<file path="src/hw/rtl/sspid_pkg.sv">
// ----------------------------------------------------------------------------
// sspid_pkg
// Shared types and constants of the staged-setpoint incremental PID core.
// ----------------------------------------------------------------------------
`default_nettype none

package sspid_pkg;

	localparam int DUTY_MAX   = 1000;
	localparam int DIV_SCALE  = 1000000;
	localparam int HIGH_SET   = 800;
	localparam int ERR_BAND   = 30;
	localparam int FLAT_LIMIT = 30;
	localparam int STAGE_EXTRA = 10;
	localparam int MUL_STEPS  = 15;
	localparam int DIV_STEPS  = 10;
	localparam int SUM_W      = 30;

	localparam logic [2:0] REG_SETPOINT  = 3'd0;
	localparam logic [2:0] REG_STEP_SIZE = 3'd1;
	localparam logic [2:0] REG_MARGIN    = 3'd2;
	localparam logic [2:0] REG_GAIN_LOW  = 3'd3;
	localparam logic [2:0] REG_GAIN_HIGH = 3'd4;
	localparam logic [2:0] REG_SW_OFFSET = 3'd5;
	localparam logic [2:0] REG_ACC_START = 3'd6;

	typedef enum logic [1:0] {
		ST_IDLE,
		ST_MUL,
		ST_DIV,
		ST_FIN
	} state_t;

	typedef struct packed {
		logic [14:0] setpoint;
		logic [10:0] step_size;
		logic [10:0] step_margin;
		logic [14:0] gain_low;
		logic [14:0] gain_high;
		logic [14:0] switch_offset;
		logic [30:0] accum_start;
	} cfg_t;

	typedef struct packed {
		logic                    start;
		logic                    load;
		logic signed [SUM_W-1:0] sum;
		logic [14:0]             gain;
	} mac_cmd_t;

endpackage

`default_nettype wire

</file>
<file path="src/hw/rtl/staged_setpoint_incremental_pid_core.sv">
// ----------------------------------------------------------------------------
// staged_setpoint_incremental_pid_core
// Heater controller with staged target and incremental PID, bit-serial math.
// ----------------------------------------------------------------------------
// Usage:
// Each input word carries a temperature in tdata and the operation in tuser
// (0 starts a control run, 1 runs a control step). Each word yields one
// output word with the duty and the working target.
// A start word goes from idle to the finishing state, which loads the output
// register. A step word first runs the shift-and-add multiplier that folds
// the gain into the accumulator, then hands the sum to the divider, runs the
// restoring divider and finally loads the output register.
// One word is processed at a time; tready is high only while idle, which
// starts the cycle after the output register is loaded.
// The output register keeps one finished word; a new input is accepted
// while it waits, and the next result is held until the receiver takes it.
// Reset clears all control state, sets the integral gain to eight and the
// configuration registers to zero. Configuration writes take effect at once.
// ----------------------------------------------------------------------------
`default_nettype none

module staged_setpoint_incremental_pid_core
	import sspid_pkg::*;
(
	input  wire logic        clk,
	input  wire logic        arst_n,
	input  wire logic        s_axis_tvalid,
	output logic             s_axis_tready,
	input  wire logic [15:0] s_axis_tdata,  // [15:0] temperature
	input  wire logic        s_axis_tuser,  // [0] op
	output logic             m_axis_tvalid,
	input  wire logic        m_axis_tready,
	output logic [31:0]      m_axis_tdata,  // [9:0] duty, [25:10] working_target
	input  wire logic        cfg_we,
	input  wire logic [2:0]  cfg_addr,
	input  wire logic [30:0] cfg_wdata
);

	cfg_t     cfg_q;
	state_t   state_q, state_d;
	mac_cmd_t cmd;
	logic        take, mul_done, div_done, div_start, op_q, out_load;
	logic [63:0] acc;
	logic [9:0]  duty_div, duty_q;
	logic [15:0] target, target_out_q;
	logic        out_valid_q;

	always_ff @(posedge clk or negedge arst_n) begin
		if (!arst_n) begin
			cfg_q <= '0;
		end else if (cfg_we) begin
			unique case (cfg_addr)
				REG_SETPOINT:  cfg_q.setpoint      <= cfg_wdata[14:0];
				REG_STEP_SIZE: cfg_q.step_size     <= cfg_wdata[10:0];
				REG_MARGIN:    cfg_q.step_margin   <= cfg_wdata[10:0];
				REG_GAIN_LOW:  cfg_q.gain_low      <= cfg_wdata[14:0];
				REG_GAIN_HIGH: cfg_q.gain_high     <= cfg_wdata[14:0];
				REG_SW_OFFSET: cfg_q.switch_offset <= cfg_wdata[14:0];
				REG_ACC_START: cfg_q.accum_start   <= cfg_wdata;
				default: ;
			endcase
		end
	end

	assign take = s_axis_tvalid && s_axis_tready;

	always_comb begin
		state_d = state_q;
		s_axis_tready = 1'b0;
		div_start = 1'b0;
		out_load = 1'b0;
		unique case (state_q)
			ST_IDLE: begin
				s_axis_tready = 1'b1;
				if (s_axis_tvalid) state_d = s_axis_tuser ? ST_MUL : ST_FIN;
			end
			ST_MUL: begin
				if (mul_done) begin
					div_start = 1'b1;
					state_d = ST_DIV;
				end
			end
			ST_DIV: begin
				if (div_done) state_d = ST_FIN;
			end
			ST_FIN: begin
				if (!out_valid_q || m_axis_tready) begin
					out_load = 1'b1;
					state_d = ST_IDLE;
				end
			end
			default: state_d = ST_IDLE;
		endcase
	end

	always_ff @(posedge clk or negedge arst_n) begin
		if (!arst_n) begin
			state_q <= ST_IDLE;
			op_q <= 1'b0;
			out_valid_q <= 1'b0;
		end else begin
			state_q <= state_d;
			if (take) op_q <= s_axis_tuser;
			if (out_load) out_valid_q <= 1'b1;
			else if (m_axis_tready) out_valid_q <= 1'b0;
		end
	end

	always_ff @(posedge clk) begin
		if (out_load) begin
			duty_q <= op_q ? duty_div : '0;
			target_out_q <= target;
		end
	end

	sspid_ctrl u_ctrl (
		.clk(clk), .arst_n(arst_n), .take(take), .op(s_axis_tuser),
		.temperature(s_axis_tdata), .cfg(cfg_q), .cmd(cmd), .target(target)
	);

	sspid_mac u_mac (
		.clk(clk), .arst_n(arst_n), .cmd(cmd), .accum_start(cfg_q.accum_start),
		.done(mul_done), .acc(acc)
	);

	sspid_div u_div (
		.clk(clk), .arst_n(arst_n), .start(div_start), .acc(acc),
		.done(div_done), .duty(duty_div)
	);

	assign m_axis_tvalid = out_valid_q;
	assign m_axis_tdata  = {6'd0, target_out_q, duty_q};

endmodule

`default_nettype wire

</file>
<file path="src/hw/rtl/sspid_ctrl.sv">
// ----------------------------------------------------------------------------
// sspid_ctrl
// Staging, gain scheduling and error history; forms the PID increment sum.
// ----------------------------------------------------------------------------
`default_nettype none

module sspid_ctrl
	import sspid_pkg::*;
(
	input  wire logic        clk,
	input  wire logic        arst_n,
	input  wire logic        take,
	input  wire logic        op,
	input  wire logic [15:0] temperature,
	input  wire cfg_t        cfg,
	output mac_cmd_t         cmd,
	output logic [15:0]      target
);

	logic signed [15:0] peak_q, target_q, gst_q, ep_q, ep2_q;
	logic [4:0]  flat_q, ign_q, igu_q;
	logic [14:0] pg_q;
	logic        kp_q, s80_q, wh_q, ts_q, ih_q;

	logic signed [15:0] pk, tn, gst, ep, ep2, e;
	logic [4:0]  fl, ign, igu;
	logic [14:0] pg;
	logic        kp, s80, wh, tsf, ih, stg, ld;
	logic signed [17:0] t18, sp18, more18, tn18, ad18;
	logic signed [SUM_W-1:0] pi, pp, pd;

	always_comb begin
		pk = peak_q; tn = target_q; gst = gst_q; ep = ep_q; ep2 = ep2_q;
		fl = flat_q; ign = ign_q; igu = igu_q; pg = pg_q;
		kp = kp_q; s80 = s80_q; wh = wh_q; tsf = ts_q; ih = ih_q;
		stg = 1'b1; ld = 1'b0;
		t18 = {{2{temperature[15]}}, temperature};
		sp18 = {3'b000, cfg.setpoint};
		more18 = 18'(cfg.step_size) + 18'(cfg.step_margin) + 18'(STAGE_EXTRA);
		tn18 = '0; ad18 = '0; e = '0; pi = '0; pp = '0; pd = '0;
		if (!op) begin
			kp = 1'b0; s80 = 1'b0; wh = 1'b0; tsf = 1'b0; ih = 1'b0;
			if (sp18 > 18'(HIGH_SET)) begin
				gst = 16'({1'b0, cfg.setpoint} - {1'b0, cfg.switch_offset});
				s80 = 1'b1;
			end else begin
				gst = {1'b0, cfg.setpoint};
				kp = 1'b1;
			end
			pk = temperature;
			tn = temperature + 16'(cfg.step_size);
			if (tn >= $signed({1'b0, cfg.setpoint})) begin
				wh = 1'b1;
				tn = {1'b0, cfg.setpoint};
			end
			pg = cfg.gain_low; ign = 5'd8; ep = '0; ep2 = '0; ld = 1'b1;
		end else begin
			if (s80) begin
				if (!kp) begin
					if ($signed(temperature) > gst) begin
						tn = {1'b0, cfg.setpoint};
						pg = cfg.gain_high; ign = 5'd16; ep = '0; ep2 = '0; ld = 1'b1;
						kp = 1'b1; wh = 1'b1; stg = 1'b0;
					end
				end else begin
					stg = 1'b0;
					if (!tsf && t18 > sp18) begin
						pg = cfg.gain_low; ign = 5'd8; ep = '0; ep2 = '0; ld = 1'b1;
						tsf = 1'b1;
					end
				end
			end
			if (stg) begin
				tn18 = {{2{tn[15]}}, tn};
				if (tn18 > t18 + more18) begin
					tn = temperature + 16'(cfg.step_size);
					wh = 1'b0;
				end else if (!wh && tn18 + $signed({7'd0, cfg.step_margin}) < t18) begin
					tn = tn + 16'(cfg.step_size);
					if (tn > $signed({1'b0, cfg.setpoint})) begin
						tn = {1'b0, cfg.setpoint};
						wh = 1'b1;
					end
					pg = cfg.gain_low; ign = 5'd8; ep = '0; ep2 = '0; ld = 1'b1;
				end
			end
			if ($signed(temperature) > pk) begin
				pk = temperature;
				fl = '0;
			end else if (fl != 5'd31) begin
				fl = fl + 5'd1;
			end
			e = tn - temperature;
			ad18 = e[15] ? -{{2{e[15]}}, e} : {{2{e[15]}}, e};
			if ((ad18 > 18'(ERR_BAND)) ? !ih : !wh) begin
				if (fl == 5'(FLAT_LIMIT)) begin
					tn = {1'b0, cfg.setpoint};
					igu = ign;
					ih = 1'b1;
				end else begin
					igu = '0;
				end
			end else if (ad18 <= 18'(ERR_BAND)) begin
				igu = ign;
				ih = 1'b1;
			end
			pi = SUM_W'(e) * $signed({1'b0, igu});
			pp = (SUM_W'(e) - SUM_W'(ep)) * SUM_W'(1000);
			pd = (SUM_W'(e) + SUM_W'(ep2) - (SUM_W'(ep) <<< 1)) * SUM_W'(100);
			ep2 = ep;
			ep = e;
		end
	end

	always_ff @(posedge clk or negedge arst_n) begin
		if (!arst_n) begin
			peak_q <= '0; target_q <= '0; gst_q <= '0; ep_q <= '0; ep2_q <= '0;
			flat_q <= '0; ign_q <= 5'd8; igu_q <= '0; pg_q <= '0;
			kp_q <= 1'b0; s80_q <= 1'b0; wh_q <= 1'b0; ts_q <= 1'b0; ih_q <= 1'b0;
		end else if (take) begin
			peak_q <= pk; target_q <= tn; gst_q <= gst; ep_q <= ep; ep2_q <= ep2;
			flat_q <= fl; ign_q <= ign; igu_q <= igu; pg_q <= pg;
			kp_q <= kp; s80_q <= s80; wh_q <= wh; ts_q <= tsf; ih_q <= ih;
		end
	end

	assign cmd.start = take & op;
	assign cmd.load  = take & ld;
	assign cmd.sum   = pi + pp + pd;
	assign cmd.gain  = pg;
	assign target    = target_q;

endmodule

`default_nettype wire

</file>
<file path="src/hw/rtl/sspid_mac.sv">
// ----------------------------------------------------------------------------
// sspid_mac
// Bit-serial multiply of the increment sum by the gain into the accumulator.
// ----------------------------------------------------------------------------
`default_nettype none

module sspid_mac
	import sspid_pkg::*;
(
	input  wire logic        clk,
	input  wire logic        arst_n,
	input  wire mac_cmd_t    cmd,
	input  wire logic [30:0] accum_start,
	output logic             done,
	output logic [63:0]      acc
);

	logic [63:0] acc_q, mcand_q, base;
	logic [14:0] mplier_q;
	logic [3:0]  cnt_q;
	logic        busy_q;

	assign base = cmd.load ? {33'd0, accum_start} : acc_q;

	always_ff @(posedge clk or negedge arst_n) begin
		if (!arst_n) begin
			acc_q <= '0; busy_q <= 1'b0; cnt_q <= '0;
		end else if (cmd.start) begin
			acc_q <= base; busy_q <= 1'b1; cnt_q <= '0;
		end else if (cmd.load) begin
			acc_q <= base;
		end else if (busy_q) begin
			if (mplier_q[0]) acc_q <= acc_q + mcand_q;
			cnt_q <= cnt_q + 4'd1;
			if (cnt_q == 4'(MUL_STEPS - 1)) busy_q <= 1'b0;
		end
	end

	always_ff @(posedge clk) begin
		if (cmd.start) begin
			mcand_q  <= 64'(cmd.sum);
			mplier_q <= cmd.gain;
		end else if (busy_q) begin
			mcand_q  <= mcand_q << 1;
			mplier_q <= mplier_q >> 1;
		end
	end

	assign done = !busy_q;
	assign acc  = acc_q;

endmodule

`default_nettype wire

</file>
<file path="src/hw/rtl/sspid_div.sv">
// ----------------------------------------------------------------------------
// sspid_div
// Restoring divider by the duty scale, one quotient bit per cycle, clamped.
// ----------------------------------------------------------------------------
`default_nettype none

module sspid_div
	import sspid_pkg::*;
(
	input  wire logic        clk,
	input  wire logic        arst_n,
	input  wire logic        start,
	input  wire logic [63:0] acc,
	output logic             done,
	output logic [9:0]       duty
);

	localparam logic [63:0] LIMIT = 64'(DUTY_MAX) * 64'(DIV_SCALE);

	logic [29:0] rem_q, dvs_q;
	logic [9:0]  quo_q;
	logic [3:0]  cnt_q;
	logic        busy_q;

	always_ff @(posedge clk or negedge arst_n) begin
		if (!arst_n) begin
			busy_q <= 1'b0; cnt_q <= '0;
		end else if (start) begin
			busy_q <= 1'b1; cnt_q <= '0;
		end else if (busy_q) begin
			cnt_q <= cnt_q + 4'd1;
			if (cnt_q == 4'(DIV_STEPS - 1)) busy_q <= 1'b0;
		end
	end

	always_ff @(posedge clk) begin
		if (start) begin
			dvs_q <= 30'(DIV_SCALE) << (DIV_STEPS - 1);
			if (acc[63]) begin
				rem_q <= '0;
				quo_q <= '0;
			end else if (acc >= LIMIT) begin
				rem_q <= '0;
				quo_q <= 10'(DUTY_MAX);
			end else begin
				rem_q <= acc[29:0];
				quo_q <= '0;
			end
		end else if (busy_q) begin
			dvs_q <= dvs_q >> 1;
			if (rem_q >= dvs_q) begin
				rem_q <= rem_q - dvs_q;
				quo_q <= quo_q | (10'd1 << (4'(DIV_STEPS - 1) - cnt_q));
			end
		end
	end

	assign done = busy_q && cnt_q == 4'(DIV_STEPS - 1);
	assign duty = quo_q;

endmodule

`default_nettype wire

</file>
<file path="config.mk">
export PLATFORM = sky130hd
export DESIGN_NAME = staged_setpoint_incremental_pid_core
export DESIGN_NICKNAME = d
export VERILOG_FILES = /design/src/hw/rtl/sspid_pkg.sv /design/src/hw/rtl/staged_setpoint_incremental_pid_core.sv /design/src/hw/rtl/sspid_ctrl.sv /design/src/hw/rtl/sspid_mac.sv /design/src/hw/rtl/sspid_div.sv
export SDC_FILE = /design/constraint.sdc
export NUM_CORES = 2
export LEC_CHECK = 0
export ABC_AREA = 1
export BUFFER_PORTS_ARGS = -buffer_cell sky130_fd_sc_hd__buf_4
export CORE_MARGIN = 2
export CORE_UTILIZATION = 35
export CTS_CLUSTER_DIAMETER = 150
export DETAILED_ROUTE_END_ITERATION = 10
export HOLD_SLACK_MARGIN = 0.1
export PLACE_DENSITY = 0.5
export SETUP_SLACK_MARGIN = 0.02
export SLEW_MARGIN = 0
export SYNTH_ARGS = -nofsm -noshare
export SYNTH_HDL_FRONTEND = slang
export SYNTH_SLANG_ARGS = --single-unit
export TNS_END_PERCENT = 10
</file>
<file path="constraint.sdc">
create_clock -name clk -period 43.5 [get_ports clk]
set_clock_uncertainty 0.2 [all_clocks]
set_input_delay 2.175 -clock clk [delete_from_list [all_inputs] [get_ports clk]]
set_output_delay 2.175 -clock clk [all_outputs]
set_load 0.02 [all_outputs]
</file>
==> impl_results.md <==
* Global-route wire length before repair at 222000 µm
* Die Ht at 360 µm
* Vias at 37934
* Clock buffer depth at 3
* Most common cell on crit path: o21ai_0
* Post-synth EDFFs at 145
* Drt drc at 0
* Max H-tree Level at 2
* Startpoint Class: primary input
* WL final at 142000 µm
* MaxCap Viol Count at 0
* HPWL after DPL at 111000 µm
* Post-route ant nets at 0
* Highest Clock Rate at 0.0485 GHz
* Worst hold path depth at 2
* Number of buffers added for setup after CTS at 0
* Mux contribution to synthesized area at 0.00454
* Count of cell types in the netlist at 70
* Final min period at 20.63 ns
* Seq/Total Area, Yosys at 0.284
* Place WS at 22.33 ns
* Buf/Inv on CP at 11
* CP top delay family: compound AO/OA/AOI/OAI gates
* Root buffer cell: clkbuf_16
* Synth Cell Area at 44300 µm²
* Area Overhead vs Synth at 10.1%
* Reg-to-Reg Start: u_ctrl.gst_q[5]
* Die footprint at 130000 µm²
* Dominant cell type by area after synthesis: dfrtp_1
* Largest net degree at the start of global routing at 146
* PortBufs at 83
* Placer Congestion at 0.958
* Avg Vias per Cell at 5.10
* Worst rel slew slack at 0.137
* Starting Density at 0.353
* HP Class: register to register
* Worst-margin pin slew at 1.29 ns
* Slowest stage delay, CP at 0.57 ns
* # IOs at 90
* R2R depth at 97
* Final Cycle Share at 0.474
* CP Data Required Time at 43.70 ns
* Synth Register Bits at 480
* Hold Fails Final Rpt at 0
* CP max-delay cell: o21ai_0
* Hold Buf Count CTS at 0
* Fillers at 13005
* Synth area leaders: dfrtp_1 (17%), ha_1 (15%), edfxtp_1 (9.8%), nand2_1 (8.7%), fa_1 (8.1%)
* Largest family of logic cells by synthesized area: adder cells
* Adder-cell share of the synthesized area at 0.232
* Share of the synthesized area in the top cell type at 0.172
* Clk_lat worst skew at 0.72 ns
* DR WL/cell at 19.1 µm
* Min Hold Slack at 0.258 ns
* Reg-to-reg endpoint: u_mac.mcand_q[32]
* RSZ-0062 raised after global routing: no
* Post-Syn Instances at 5695
* Post_cts resized at 0
* Crit end category: register
* TritonCTS clock tree: done
* Ys flop type: dfrtp_1
* Grt ovf at 0
* Die width at 360 µm
* Initial antenna violation count at 6
* First-pass DRT Iterations at 5
* CTS Buf Count at 58
* WHS Endpoint: u_mac.acc[26]
* GRT Util Overall at 0.218
* Crit path arrival time at 20.83 ns
* # setup viols final at 0
* R2r setup slk at 23.96 ns
* Share of post-route cells with drive strength above 1 at 0.0609
* Syn_area_per_cell at 7.79 µm²
* Initial DRC count at 2958
* Post-synth ARST share at 0.638
* Yosys warnings at 0
* Setup TNS at 0 ns
* Compound-Gate Fraction of Synth Area at 0.179
* Fin nets at 6502
* Vias in the first global route at 37328
* Final WS setup at 22.87 ns
* Standard-cell row count at 130
* Status: finished, final reports clean
* Core Box Area at 126000 µm²
* Setup CP Type: primary input to register
* Maximum fanout along the worst path at 35
* TritonCTS Sinks at 480
* Simple logic cell fraction of the synthesized area at 0.163
* Pins over their slew limit at 0
* CTS clk-pin slew, worst paths at 0.07 ns
* Hold Startpoint: cfg_q[26]
* Synth Area in XOR/XNOR at 0.0409
[registers in the layout, summed over array words and instances (netlist names), 29 cells and up]
signal / flops
u_div.dvs_q: 29
u_mac.acc: 64
u_div.rem_q: 30
cfg_q: 113
u_mac.mcand_q: 64
[per-stage QoR]
stage               area (µm²)  cells   util
floorplan                44400   5700      -
global placement         46800   7323  0.372
detailed placement       46800   7323  0.372
CTS                      48800   7433  0.388
global route             48800   7434  0.388
finish                   48800   7435  0.388
[layout make-up]
| class | count | area [µm²] | area share |
|---|---|---|---|
| multi-input combinational | 4098 | 27500 | 0.564 |
| clock inverter | 34 | 324 | 0.00664 |
| antenna | 2 | 5.00 | 0.000103 |
| clock buffer | 76 | 1640 | 0.0337 |
| inverter | 955 | 3590 | 0.0736 |
| sequential | 480 | 12600 | 0.258 |
| timing repair buffer | 140 | 1070 | 0.0219 |
| tap | 1650 | 2060 | 0.0423 |
[cells by family after synthesis]
logic type | after synthesis
AO/OA/AOI/OAI | 1423
XOR/XNOR | 207
adder cells (fa/ha/maj) | 713
buffers and inverters | 1122
flip-flops | 480
multiplexers | 18
other | 1
AND/OR/NAND/NOR | 1731
[worst max path at each step]
stage / slack, ns / to / depth (start not counted) / start
5_1_grt: 20.84 / u_mac.mcand_q[32] / 96 / s_axis_tdata[15]
4_1_cts: 22.96 / u_mac.mcand_q[63] / 96 / s_axis_tdata[15]
3_3_place_gp: 22.57 / u_mac.mcand_q[36] / 104 / s_axis_tdata[15]
3_5_place_dp: 22.33 / u_mac.mcand_q[32] / 96 / s_axis_tdata[15]
6_report: 22.87 / u_mac.mcand_q[32] / 96 / s_axis_tdata[15]
2_1_floorplan: 25.64 / u_mac.mcand_q[33] / 87 / s_axis_tdata[15]
[routing by layer]
layer	routed length, µm	part of all wire	GRT usage
met3	8420	0.059	0.0354
met1	68700	0.48	0.315
met2	61300	0.43	0.338
met5	0	0	0
met4	3560	0.025	0.0552
[Yosys cell counts, types with 18 or more instances]
master and count:
nand2_1 1029, inv_1 938, o21ai_0 587, ha_1 534
a21oi_1 493, nor2_1 367, dfrtp_1 305, fa_1 179
xor2_1 153, edfxtp_1 145, nand3_1 145, clkbuf_1 133
nand4_1 56, xnor2_1 54, a31oi_1 46, o22ai_1 46
o21bai_1 44, o211ai_1 42, o221ai_1 31, nor3_1 30
dfxtp_1 29, nand2_2 24, nor4_1 20, o21a_1 20
a22oi_1 18
[tightest hold or removal path: stages, from the launching register on]
cell      delay (ns)
dfrtp_1         0.34
nand2_1         0.06
o221ai_1        0.06
[cell usage in the layout (no fill, tap or decap), types with 22 or more instances in the layout]
cell type,instances
edfxtp_1,145
nor3_1,29
o21bai_1,44
o21ai_0,580
nand2_1,1026
o211ai_1,42
dfrtp_1,305
a21oi_1,492
o221ai_1,31
xor2_1,153
fa_1,179
o22ai_1,46
nand4_1,56
dfxtp_1,29
a31oi_1,46
buf_4,138
ha_1,534
clkbuf_16,62
nand2_2,26
nor2_1,364
xnor2_1,54
o21ai_1,22
inv_1,938
nand3_1,145
Power is left out: the tool's default activity adds up to more than one toggle a clock period on the data nets, which glitch-free logic cannot reach.
